===== src/hcbs_pkg.sv =====
`default_nettype none
package hcbs_pkg;
    localparam int BAG_SLOTS = 8;
    localparam int NSLOT = (BAG_SLOTS < 8) ? BAG_SLOTS : 8;
    localparam int FQ_DEPTH = 2;
    localparam int OQ_DEPTH = 4;

    typedef enum logic [2:0] {
        F_ADD_VERTEX = 3'd0,
        F_ADD_EDGE   = 3'd1,
        F_FORGET     = 3'd2,
        F_JOIN       = 3'd3,
        F_FINAL      = 3'd4
    } t_func;

    localparam logic [1:0] C_ABSENT = 2'd0;
    localparam logic [1:0] C_DEG0   = 2'd1;
    localparam logic [1:0] C_DEG1   = 2'd2;
    localparam logic [1:0] C_DEG2   = 2'd3;
    localparam logic [3:0] NOPART   = 4'd8;

    typedef struct packed {
        logic [2:0]  func;
        logic [2:0]  slot_a;
        logic [2:0]  slot_b;
        logic [15:0] deg_a;
        logic [23:0] partner_a;
        logic        closed_a;
        logic [15:0] deg_b;
        logic [23:0] partner_b;
        logic        closed_b;
    } t_in_item;

    typedef struct packed {
        logic [15:0] deg_out;
        logic [23:0] partner_out;
        logic        closed_out;
        logic        is_final;
        logic        last;
    } t_out_item;

    typedef enum logic [2:0] {
        S_IDLE, S_SETUP, S_WALK1, S_WALK2, S_CHECK, S_EMIT
    } t_state;

    function automatic t_out_item emit_w(input logic [15:0] d, input logic [23:0] p,
                                         input logic c, input logic fin,
                                         input logic lst);
        t_out_item o;
        o = '0;
        for (int s = 0; s < NSLOT; s++) begin
            o.deg_out[2*s +: 2] = d[2*s +: 2];
            if (d[2*s +: 2] == C_DEG1) o.partner_out[3*s +: 3] = p[3*s +: 3];
        end
        o.closed_out = c;
        o.is_final = fin;
        o.last = lst;
        return o;
    endfunction
endpackage
`default_nettype wire


===== src/hamiltonian_cycle_bag_state_step_unit.sv =====
// Add vertex/edge, forget, final: the result is registered in the front unit, then moves
// into the output queue when it has room. Join: degree sum, then the path walker, which
// takes one step per cycle; a sum reject skips the walk and frees the walker.
// Throughput: 1 non-join request per cycle while the output has room; a non-join request
// after a join waits until that join has left the join unit.
// Reset: synchronous active-low i_rst_n empties all queues.
`default_nettype none
module hamiltonian_cycle_bag_state_step_unit (
    input  wire logic                i_clk,
    input  wire logic                i_rst_n,
    input  wire logic                i_push,
    input  wire hcbs_pkg::t_in_item  i_item,
    output logic                     o_full,
    input  wire logic                i_pop,
    output logic                     o_empty,
    output hcbs_pkg::t_out_item      o_item
);
    logic jv, jpop, jbusy, rv, r2, rtake, jrv, jtake;
    hcbs_pkg::t_in_item ji;
    hcbs_pkg::t_out_item r0, r1, jres;
    hcbs_pkg::t_out_item r_oq [hcbs_pkg::OQ_DEPTH];
    logic [1:0] r_wp, r_rp;
    logic [2:0] r_cnt;
    logic [1:0] nin;
    logic popd;

    hcbs_front u_front (
        .i_clk, .i_rst_n, .i_push, .i_item, .o_full,
        .o_jvalid(jv), .o_jitem(ji), .i_jpop(jpop), .i_jbusy(jbusy),
        .o_rvalid(rv), .o_r0(r0), .o_r2(r2), .o_r1(r1), .i_rtake(rtake)
    );

    hcbs_join u_join (
        .i_clk, .i_rst_n, .i_valid(jv), .i_item(ji), .o_pop(jpop), .o_busy(jbusy),
        .o_rvalid(jrv), .o_res(jres), .i_rtake(jtake)
    );

    assign popd = i_pop && r_cnt != 3'd0;
    assign rtake = rv && (r_cnt <= 3'd2);
    assign jtake = jrv && !rtake && (r_cnt <= 3'd3);
    assign nin = rtake ? (r2 ? 2'd2 : 2'd1) : (jtake ? 2'd1 : 2'd0);

    always_ff @(posedge i_clk) begin
        if (!i_rst_n) begin
            r_wp <= '0; r_rp <= '0; r_cnt <= '0;
        end else begin
            if (rtake) begin
                r_oq[r_wp] <= r0;
                if (r2) r_oq[r_wp + 2'd1] <= r1;
            end else if (jtake) begin
                r_oq[r_wp] <= jres;
            end
            r_wp <= r_wp + nin;
            if (popd) r_rp <= r_rp + 2'd1;
            r_cnt <= r_cnt + 3'(nin) - 3'(popd);
        end
    end

    assign o_empty = r_cnt == 3'd0;
    assign o_item = r_oq[r_rp];
endmodule
`default_nettype wire


===== src/hcbs_front.sv =====
`default_nettype none
// accepts requests, masks slots, handles everything except join
module hcbs_front (
    input  wire logic              i_clk,
    input  wire logic              i_rst_n,
    input  wire logic              i_push,
    input  wire hcbs_pkg::t_in_item i_item,
    output logic                   o_full,
    // join requests are queued here for the join unit
    output logic                   o_jvalid,
    output hcbs_pkg::t_in_item     o_jitem,
    input  wire logic              i_jpop,
    input  wire logic              i_jbusy,
    // direct results
    output logic                   o_rvalid,
    output hcbs_pkg::t_out_item    o_r0,
    output logic                   o_r2,
    output hcbs_pkg::t_out_item    o_r1,
    input  wire logic              i_rtake
);
    hcbs_pkg::t_in_item r_q [hcbs_pkg::FQ_DEPTH];
    logic r_wp, r_rp;
    logic [1:0] r_cnt;
    logic r_rv, r_two;
    hcbs_pkg::t_out_item r_o0, r_o1;

    hcbs_pkg::t_in_item m;
    logic [15:0] dm;
    logic v_ok, v_two;
    hcbs_pkg::t_out_item v0, v1;
    logic acc, is_join, jpush, dpush, rfree;

    always_comb begin
        dm = '0;
        for (int s = 0; s < hcbs_pkg::NSLOT; s++) dm[2*s +: 2] = i_item.deg_a[2*s +: 2];
        m = i_item;
        m.deg_a = dm;
        for (int s = 0; s < 16; s++) if (s >= 2*hcbs_pkg::NSLOT) m.deg_b[s] = 1'b0;
    end

    always_comb begin
        logic [15:0] d;
        logic [23:0] p;
        logic c, ext, fin;
        logic [2:0] i, j, mi, mj;
        logic [1:0] ci, cj;
        logic [3:0] n0, n1;
        d = dm; p = i_item.partner_a; c = i_item.closed_a;
        i = i_item.slot_a; j = i_item.slot_b;
        v_ok = 1'b0; v_two = 1'b0; ext = 1'b0; fin = 1'b0;
        v0 = '0; v1 = '0;
        n0 = '0; n1 = '0;
        for (int s = 0; s < hcbs_pkg::NSLOT; s++) begin
            n0 = n0 + 4'(dm[2*s +: 2] == hcbs_pkg::C_DEG0);
            n1 = n1 + 4'(dm[2*s +: 2] == hcbs_pkg::C_DEG1);
        end
        ci = dm[2*i +: 2]; cj = dm[2*j +: 2];
        mi = p[3*i +: 3]; mj = p[3*j +: 3];
        case (i_item.func)
            hcbs_pkg::F_ADD_VERTEX: begin
                if (32'(i) < hcbs_pkg::NSLOT && ci == hcbs_pkg::C_ABSENT && !c) begin
                    d[2*i +: 2] = hcbs_pkg::C_DEG0;
                    v_ok = 1'b1;
                    v0 = hcbs_pkg::emit_w(d, p, c, 1'b0, 1'b1);
                end
            end
            hcbs_pkg::F_ADD_EDGE: begin
                v_ok = 1'b1;
                if (!c && 32'(i) < hcbs_pkg::NSLOT && 32'(j) < hcbs_pkg::NSLOT
                        && i != j) begin
                    if (ci == hcbs_pkg::C_DEG0 && cj == hcbs_pkg::C_DEG0) begin
                        d[2*i +: 2] = hcbs_pkg::C_DEG1; d[2*j +: 2] = hcbs_pkg::C_DEG1;
                        p[3*i +: 3] = j; p[3*j +: 3] = i; ext = 1'b1;
                    end else if (ci == hcbs_pkg::C_DEG0 && cj == hcbs_pkg::C_DEG1) begin
                        d[2*i +: 2] = hcbs_pkg::C_DEG1; d[2*j +: 2] = hcbs_pkg::C_DEG2;
                        if (32'(mj) < hcbs_pkg::NSLOT) p[3*mj +: 3] = i;
                        p[3*i +: 3] = mj; ext = 1'b1;
                    end else if (ci == hcbs_pkg::C_DEG1 && cj == hcbs_pkg::C_DEG0) begin
                        d[2*i +: 2] = hcbs_pkg::C_DEG2; d[2*j +: 2] = hcbs_pkg::C_DEG1;
                        if (32'(mi) < hcbs_pkg::NSLOT) p[3*mi +: 3] = j;
                        p[3*j +: 3] = mi; ext = 1'b1;
                    end else if (ci == hcbs_pkg::C_DEG1 && cj == hcbs_pkg::C_DEG1) begin
                        if (mi != j) begin
                            d[2*i +: 2] = hcbs_pkg::C_DEG2; d[2*j +: 2] = hcbs_pkg::C_DEG2;
                            if (32'(mi) < hcbs_pkg::NSLOT) p[3*mi +: 3] = mj;
                            if (32'(mj) < hcbs_pkg::NSLOT) p[3*mj +: 3] = mi;
                            ext = 1'b1;
                        end else if (n0 == 4'd0 && n1 == 4'd2) begin
                            d[2*i +: 2] = hcbs_pkg::C_DEG2; d[2*j +: 2] = hcbs_pkg::C_DEG2;
                            c = 1'b1; ext = 1'b1;
                        end
                    end
                end
                v_two = ext;
                v0 = hcbs_pkg::emit_w(dm, i_item.partner_a, i_item.closed_a, 1'b0, !ext);
                v1 = hcbs_pkg::emit_w(d, p, c, 1'b0, 1'b1);
            end
            hcbs_pkg::F_FORGET: begin
                if (32'(i) < hcbs_pkg::NSLOT && ci == hcbs_pkg::C_DEG2) begin
                    d[2*i +: 2] = hcbs_pkg::C_ABSENT;
                    v_ok = 1'b1;
                    v0 = hcbs_pkg::emit_w(d, p, c, 1'b0, 1'b1);
                end
            end
            hcbs_pkg::F_FINAL: begin
                fin = c && n0 == 4'd0 && n1 == 4'd0;
                v_ok = 1'b1;
                v0 = hcbs_pkg::emit_w(dm, p, c, fin, 1'b1);
            end
            default: v_ok = 1'b0;
        endcase
    end

    assign is_join = i_item.func == hcbs_pkg::F_JOIN;
    assign rfree = !r_rv || i_rtake;
    // non-join requests wait until every earlier join has left the back unit
    assign o_full = (r_cnt == 2'(hcbs_pkg::FQ_DEPTH)) || !rfree
                    || (!is_join && (r_cnt != 2'd0 || i_jbusy));
    assign acc = i_push && !o_full;
    assign jpush = acc && is_join;
    assign dpush = acc && !is_join && v_ok;

    always_ff @(posedge i_clk) begin
        if (!i_rst_n) begin
            r_wp <= 1'b0; r_rp <= 1'b0; r_cnt <= '0; r_rv <= 1'b0; r_two <= 1'b0;
        end else begin
            if (jpush) begin
                r_q[r_wp] <= m;
                r_wp <= !r_wp;
            end
            if (i_jpop && r_cnt != 2'd0) r_rp <= !r_rp;
            r_cnt <= r_cnt + 2'(jpush) - 2'(i_jpop && r_cnt != 2'd0);
            if (dpush) begin
                r_rv <= 1'b1; r_two <= v_two; r_o0 <= v0; r_o1 <= v1;
            end else if (i_rtake) begin
                r_rv <= 1'b0;
            end
        end
    end

    assign o_jvalid = r_cnt != 2'd0;
    assign o_jitem = r_q[r_rp];
    assign o_rvalid = r_rv;
    assign o_r0 = r_o0;
    assign o_r1 = r_o1;
    assign o_r2 = r_two;
endmodule
`default_nettype wire


===== src/hcbs_join.sv =====
`default_nettype none
// join: degree sum, then walks one slot per cycle
module hcbs_join (
    input  wire logic               i_clk,
    input  wire logic               i_rst_n,
    input  wire logic               i_valid,
    input  wire hcbs_pkg::t_in_item i_item,
    output logic                    o_pop,
    output logic                    o_busy,
    output logic                    o_rvalid,
    output hcbs_pkg::t_out_item     o_res,
    input  wire logic               i_rtake
);
    hcbs_pkg::t_state r_st, n_st;
    logic [15:0] r_d;
    logic [23:0] r_p;
    logic [3:0] r_pa [8];
    logic [3:0] r_pb [8];
    logic [7:0] r_vis;
    logic [2:0] r_s, r_cur;
    logic r_side, r_rej;
    logic [3:0] r_k;
    logic [1:0] r_cyc;
    logic r_rv;
    hcbs_pkg::t_out_item r_res;

    logic [3:0] nxt;
    logic done;
    logic [15:0] d0;
    logic [3:0] pa0 [8];
    logic [3:0] pb0 [8];
    logic rej0;
    logic any_open;
    logic [23:0] p_link;

    always_comb begin
        rej0 = 1'b0;
        d0 = '0;
        for (int s = 0; s < 8; s++) begin
            logic [1:0] a, b;
            logic [2:0] sm;
            a = i_item.deg_a[2*s +: 2]; b = i_item.deg_b[2*s +: 2];
            sm = 3'(a != 2'd0 ? a - 2'd1 : 2'd0) + 3'(b != 2'd0 ? b - 2'd1 : 2'd0);
            if (a != 2'd0 || b != 2'd0) begin
                if (sm > 3'd2) rej0 = 1'b1;
                d0[2*s +: 2] = 2'(sm + 3'd1);
            end
            pa0[s] = hcbs_pkg::NOPART;
            pb0[s] = hcbs_pkg::NOPART;
            if (a == hcbs_pkg::C_DEG1 &&
                32'(i_item.partner_a[3*s +: 3]) < hcbs_pkg::NSLOT &&
                32'(i_item.partner_a[3*s +: 3]) != s)
                pa0[s] = {1'b0, i_item.partner_a[3*s +: 3]};
            if (b == hcbs_pkg::C_DEG1 &&
                32'(i_item.partner_b[3*s +: 3]) < hcbs_pkg::NSLOT &&
                32'(i_item.partner_b[3*s +: 3]) != s)
                pb0[s] = {1'b0, i_item.partner_b[3*s +: 3]};
        end
    end

    always_comb begin
        any_open = 1'b0;
        for (int s = 0; s < 8; s++)
            if (r_d[2*s +: 2] == hcbs_pkg::C_DEG0 || r_d[2*s +: 2] == hcbs_pkg::C_DEG1)
                any_open = 1'b1;
    end

    always_comb begin
        p_link = r_p;
        p_link[3*r_s +: 3] = r_cur;
        p_link[3*r_cur +: 3] = r_s;
    end

    assign nxt = r_side ? r_pb[r_cur] : r_pa[r_cur];
    assign done = (32'(nxt) >= hcbs_pkg::NSLOT) || r_vis[nxt[2:0]];

    always_comb begin
        n_st = r_st;
        case (r_st)
            hcbs_pkg::S_IDLE:  if (i_valid) n_st = hcbs_pkg::S_SETUP;
            hcbs_pkg::S_SETUP: n_st = r_rej ? hcbs_pkg::S_EMIT : hcbs_pkg::S_WALK1;
            hcbs_pkg::S_WALK1, hcbs_pkg::S_WALK2:
                if (r_k == 4'd0 && 32'(r_s) == hcbs_pkg::NSLOT - 1 &&
                    !((r_st == hcbs_pkg::S_WALK1 && r_d[2*r_s +: 2] == hcbs_pkg::C_DEG1
                       && !r_vis[r_s]) ||
                      (r_st == hcbs_pkg::S_WALK2 && !r_vis[r_s] &&
                       (r_pa[r_s] != hcbs_pkg::NOPART || r_pb[r_s] != hcbs_pkg::NOPART))))
                    n_st = (r_st == hcbs_pkg::S_WALK1) ? hcbs_pkg::S_WALK2 : hcbs_pkg::S_CHECK;
                else if (r_k != 4'd0 && done && 32'(r_s) == hcbs_pkg::NSLOT - 1)
                    n_st = (r_st == hcbs_pkg::S_WALK1) ? hcbs_pkg::S_WALK2 : hcbs_pkg::S_CHECK;
            hcbs_pkg::S_CHECK: n_st = hcbs_pkg::S_EMIT;
            hcbs_pkg::S_EMIT:  if (!r_rv || i_rtake) n_st = hcbs_pkg::S_IDLE;
            default: n_st = hcbs_pkg::S_IDLE;
        endcase
    end

    always_comb o_pop = r_st == hcbs_pkg::S_IDLE && i_valid;

    always_ff @(posedge i_clk) begin
        if (!i_rst_n) begin
            r_st <= hcbs_pkg::S_IDLE; r_rv <= 1'b0;
        end else begin
            r_st <= n_st;
            if (r_st == hcbs_pkg::S_EMIT && (!r_rv || i_rtake)) begin
                r_rv <= !r_rej;
            end else if (i_rtake) begin
                r_rv <= 1'b0;
            end
        end
    end

    always_ff @(posedge i_clk) begin
        case (r_st)
            hcbs_pkg::S_IDLE: if (i_valid) begin
                r_rej <= rej0;
                r_d <= d0; r_p <= '0; r_vis <= '0;
                r_cyc <= 2'(i_item.closed_a) + 2'(i_item.closed_b);
                r_pa <= pa0; r_pb <= pb0;
            end
            hcbs_pkg::S_SETUP: begin
                r_s <= '0; r_k <= '0;
            end
            hcbs_pkg::S_WALK1, hcbs_pkg::S_WALK2: begin
                if (r_k == 4'd0) begin
                    if ((r_st == hcbs_pkg::S_WALK1 && r_d[2*r_s +: 2] == hcbs_pkg::C_DEG1
                         && !r_vis[r_s]) ||
                        (r_st == hcbs_pkg::S_WALK2 && !r_vis[r_s] &&
                         (r_pa[r_s] != hcbs_pkg::NOPART || r_pb[r_s] != hcbs_pkg::NOPART))) begin
                        r_vis[r_s] <= 1'b1;
                        r_cur <= r_s;
                        r_side <= r_pa[r_s] == hcbs_pkg::NOPART;
                        r_k <= 4'd1;
                        if (r_st == hcbs_pkg::S_WALK2 && r_cyc != 2'd2) r_cyc <= r_cyc + 2'd1;
                    end else begin
                        r_s <= (32'(r_s) == hcbs_pkg::NSLOT - 1) ? 3'd0 : r_s + 3'd1;
                    end
                end else if (done) begin
                    if (r_st == hcbs_pkg::S_WALK1) r_p <= p_link;
                    r_k <= 4'd0;
                    r_s <= (32'(r_s) == hcbs_pkg::NSLOT - 1) ? 3'd0 : r_s + 3'd1;
                end else begin
                    r_vis[nxt[2:0]] <= 1'b1;
                    r_cur <= nxt[2:0];
                    r_side <= !r_side;
                    r_k <= r_k + 4'd1;
                end
            end
            hcbs_pkg::S_CHECK:
                r_rej <= r_rej || r_cyc == 2'd2 || (r_cyc == 2'd1 && any_open);
            hcbs_pkg::S_EMIT: if (!r_rv || i_rtake)
                r_res <= hcbs_pkg::emit_w(r_d, r_p, r_cyc == 2'd1, 1'b0, 1'b1);
            default: ;
        endcase
    end

    assign o_busy = r_st != hcbs_pkg::S_IDLE || r_rv;
    assign o_rvalid = r_rv;
    assign o_res = r_res;
endmodule
`default_nettype wire


===== config.mk =====
export PLATFORM = sky130hd
export DESIGN_NAME = hamiltonian_cycle_bag_state_step_unit
export DESIGN_NICKNAME = d
export VERILOG_FILES = /design/src/hcbs_pkg.sv /design/src/hamiltonian_cycle_bag_state_step_unit.sv /design/src/hcbs_front.sv /design/src/hcbs_join.sv
export SDC_FILE = /design/constraint.sdc
export NUM_CORES = 1
export LEC_CHECK = 0
export BUFFER_PORTS_ARGS = -buffer_cell sky130_fd_sc_hd__buf_2
export CAP_MARGIN = 10
export CELL_PAD_IN_SITES_DETAIL_PLACEMENT = 1
export CELL_PAD_IN_SITES_GLOBAL_PLACEMENT = 1
export CORE_UTILIZATION = 50
export CTS_BUF_LIST = sky130_fd_sc_hd__clkbuf_8
export DETAILED_ROUTE_END_ITERATION = 16
export GPL_TIMING_DRIVEN = 0
export PLACE_DENSITY_LB_ADDON = 0.1
export SETUP_SLACK_MARGIN = 0.5
export SYNTH_ARGS = -nofsm -noshare
export SYNTH_HDL_FRONTEND = slang
export SYNTH_SLANG_ARGS = --single-unit

===== constraint.sdc =====
create_clock -name i_clk -period 13.8 [get_ports i_clk]
set_clock_uncertainty 0.1 [all_clocks]
set_input_delay 2.07 -clock i_clk [delete_from_list [all_inputs] [get_ports i_clk]]
set_output_delay 2.07 -clock i_clk [all_outputs]
set_load 0.02 [all_outputs]

==> impl_summary.log <==
INFO  metric run_status = completed
INFO  metric gpl.final_weighted_congestion = 0.986
INFO  metric clockBufferDepth = 3
INFO  metric max_cap_viol_count = 0
INFO  metric die_w = 260 µm
INFO  metric die-height = 260 µm
INFO  metric synth_edf_count = 584
INFO  metric remaining_drc_errors = 0
INFO  metric leading_cell_type_in_the_layout_fill_and_taps_excluded = sky130_fd_sc_hd__edfxtp_1
INFO  metric layout.cells.most_common_list = sky130_fd_sc_hd__edfxtp_1, sky130_fd_sc_hd__nand2_1, sky130_fd_sc_hd__o21ai_0
INFO  metric post-cts-setup-buffers = 0
INFO  metric dr_total_vias = 28300
INFO  metric stdcell_area = 0.0375 mm²
INFO  metric setup.worst_path.class = in2reg
INFO  metric portion_of_synthesized_cell_area_occupied_by_the_leading_cell_type = 0.525
INFO  metric rsz_0062_raised_after_global_routing = false
INFO  metric worstPathMaxFanout = 10
INFO  metric grt_overflow = 0
INFO  metric post_synth_num_cell_types = 85
INFO  metric swShare = 0.356
INFO  metric dp_cells = 4019
INFO  metric ir_worst_vdd = 0.118 mV
INFO  metric floorplan.initialDensity = 0.507
INFO  metric finish.cell_count_without_fillers = 4207
INFO  metric place_ws = 5150 ps
INFO  metric antenna_viol_nets_final = 0
INFO  metric worstSetupStartpointType = input port
INFO  metric placed_cell_area = 0.0355 mm²
INFO  metric grt_pass1_wl = 194 mm
INFO  metric cp_data_required_time = 14080 ps
INFO  metric cts-buffers-inserted = 98
INFO  metric postSynthRegisterBits = 608
INFO  metric final_hold_viol_count = 0
INFO  metric synthTopCellsByArea = sky130_fd_sc_hd__edfxtp_1, sky130_fd_sc_hd__mux4_2, sky130_fd_sc_hd__mux2i_1
INFO  metric floorplan.die_area = 0.0678 mm²
INFO  metric drive_gt1_frac = 0.128
INFO  metric buffer_ports.inserted = 136
INFO  metric setup-tns-final = 0 ps
INFO  metric power.static_leakage = 12.8 nW
INFO  metric crit_start = i_item[68]
INFO  metric seq_area_frac_synth = 0.540
INFO  metric timing.fmax = 124 MHz
INFO  metric synth_area_per_cell = 11.1 µm²
INFO  metric synth_nets = 3183
INFO  metric largest_net_degree_at_the_start_of_global_routing = 68
INFO  metric root_buffer = sky130_fd_sc_hd__clkbuf_8
INFO  metric cts_tree = built
INFO  metric period_minus_slack = 8030 ps
INFO  metric core-area = 0.0659 mm²
INFO  metric grtUsageTotal = 0.396
INFO  metric synthCells = 3003
INFO  metric post-synth-top-area-cell = sky130_fd_sc_hd__edfxtp_1
INFO  metric timing_max_transition_violations_final = 0
INFO  metric timing.max_slew.rel_slack = 0.160
INFO  metric num_rows = 94
INFO  metric post_synthesis_cell_area = 0.0334 mm²
INFO  metric clkSinkCount = 608
INFO  metric final_critical_path_setup_slack = 5770 ps
INFO  metric pwr-share-clk = 0.289
INFO  metric end_kind = flop
INFO  metric yosysWarningCount = 0
INFO  metric drt-total-wl = 135 mm
INFO  metric postCtsHoldBufs = 0
INFO  metric synthArstFlopShare = 0
INFO  metric clk_latency = 750 ps
INFO  metric boundaryPins = 140
INFO  metric crit_arrival = 8310 ps
INFO  metric final.period_utilization = 0.582
INFO  metric p_switching = 1.95 mW
INFO  metric timing_worst_slew_pin_value = 1260 ps
INFO  metric comb_power_frac = 0.284
INFO  metric antenna_violations_before_repair = 10
INFO  metric grt_pass1_vias = 28900
INFO  metric post_drt_wl_per_cell = 32.1 µm
INFO  metric area.growth.synth_to_final = 12.2%
INFO  metric min-delay-path-class = reg2reg
INFO  metric setup_viol = 0
INFO  metric initialDrtViolationCount = 3330
INFO  metric cellPowerDensity = 146 mW/mm²
INFO  metric clkSlewWorstSetupHoldPaths = 60 ps
INFO  metric timing.hold.worst.start = u_join.r_d[8]
INFO  metric ctsHtreeMaxLevel = 3
INFO  metric num-nets-final = 3439
INFO  metric first_pass_iters = 5
INFO  metric power_frac_seq = 0.427
INFO  metric cts-resized-gates = 0
INFO  metric dp.final_hpwl = 99.7 mm
INFO  metric dominantRegCellSynth = sky130_fd_sc_hd__edfxtp_1
INFO  metric internal-power = 3.53 mW
INFO  metric number_of_vias_per_cell_after_detailed_routing = 6.74
## logic make-up after synthesis
| family | synth area share |
|---|---|
| adders and majority gates | 0.0357 |
| and+or+nand+nor | 0.143 |
| muxes | 0.104 |
| buffers and inverters | 0.0356 |
| xor gates and xnor gates | 0.00604 |
| DFF | 0.540 |
| AOI/OAI and AO/OA | 0.136 |
## flip-flops by register name, indices dropped and copies added, names as in the netlist, 4 cells and up, named ones only
register / cells
u_join.r_pb: 32
u_front.o_r1: 42
u_join.r_p: 24
r_oq: 172
u_front.o_r0: 43
u_join.r_vis: 8
u_join.r_k: 4
u_join.r_d: 16
u_join.o_res: 41
u_front.r_q: 164
u_join.r_pa: 32
## power groups by stage
stage	Combinational [mW]	Sequential (mW)	Clock (mW)
global route	1.64	2.34	1.65
global placement	1.42	2.38	0
detailed placement	1.51	2.37	0
CTS	1.52	2.33	1.59
floorplan	0.948	2.32	0
finish	1.56	2.34	1.59
## final timing paths
check	slack [ps]	cells after the start	endpoint
setup / recovery	5770	20	u_front.o_r1[24]
hold / removal	360	0	u_join.o_res[35]
setup reg to reg	8240	13	u_join.r_rej
hold reg to reg	360	0	u_join.o_res[35]
## Yosys cell counts (17+ instances only)
cell type,number
sky130_fd_sc_hd__o21ai_0,279
sky130_fd_sc_hd__nor4_1,26
sky130_fd_sc_hd__nor2b_1,35
sky130_fd_sc_hd__nor3_1,67
sky130_fd_sc_hd__a31oi_1,40
sky130_fd_sc_hd__o21a_1,21
sky130_fd_sc_hd__nand2_1,367
sky130_fd_sc_hd__edfxtp_1,584
sky130_fd_sc_hd__inv_1,116
sky130_fd_sc_hd__nor3b_1,19
sky130_fd_sc_hd__fa_1,17
sky130_fd_sc_hd__o211ai_1,26
sky130_fd_sc_hd__ha_1,68
sky130_fd_sc_hd__mux2i_1,145
sky130_fd_sc_hd__nor2_1,274
sky130_fd_sc_hd__dfxtp_1,24
sky130_fd_sc_hd__a221oi_1,27
sky130_fd_sc_hd__a211oi_1,42
sky130_fd_sc_hd__and3_1,22
sky130_fd_sc_hd__mux4_2,80
sky130_fd_sc_hd__clkbuf_1,163
sky130_fd_sc_hd__nand4_1,18
sky130_fd_sc_hd__nand2b_1,20
sky130_fd_sc_hd__and2_1,60
sky130_fd_sc_hd__a21oi_1,124
sky130_fd_sc_hd__nand3_1,43
## critical path: stages
cell and delay [ps]:
sky130_fd_sc_hd__buf_2 140, sky130_fd_sc_hd__clkbuf_1 590, sky130_fd_sc_hd__nor2b_1 230, sky130_fd_sc_hd__ha_1 150, sky130_fd_sc_hd__inv_1 50, sky130_fd_sc_hd__fa_1 530, sky130_fd_sc_hd__inv_1 60, sky130_fd_sc_hd__fa_1 570
sky130_fd_sc_hd__fa_1 210, sky130_fd_sc_hd__inv_1 60, sky130_fd_sc_hd__fa_1 380, sky130_fd_sc_hd__a22oi_1 210, sky130_fd_sc_hd__nand3_1 120, sky130_fd_sc_hd__or4_1 500, sky130_fd_sc_hd__and4_4 270, sky130_fd_sc_hd__o21ai_1 290
sky130_fd_sc_hd__buf_2 310, sky130_fd_sc_hd__a22o_1 250, sky130_fd_sc_hd__o21ai_0 450, sky130_fd_sc_hd__a311oi_1 840
## through the flow
| stage | power (mW) | util | hold WS (ps) |
|---|---|---|---|
| after floorplan | 3.27 | - | 326 |
| after global placement | 3.81 | 0.534 | 343 |
| after detailed placement | 3.88 | 0.538 | 347 |
| after CTS | 5.44 | 0.568 | 363 |
| after global routing | 5.64 | 0.569 | 377 |
| final | 5.48 | 0.569 | 358 |
## final cells by class
cell class                 count  area, µm²
antenna                        4       10.0
buffer                       191        739
clock buffer                  98       1350
clock inverter                82        597
fill                        7056      28400
inverter                     120        450
multi-input combinational   2084      14200
sequential                   608      18000
tap                          864       1080
timing repair buffer         156        966
## metal layers
layer  up-vias  GRT usage  wire (µm)
met1     14300      0.522      52300
li1      11900          -          -
met2      1768      0.617      61400
met3       383     0.0918      14500
met5         -          0         54
met4         8      0.192       6930
(Power assumes the default switching activity.)
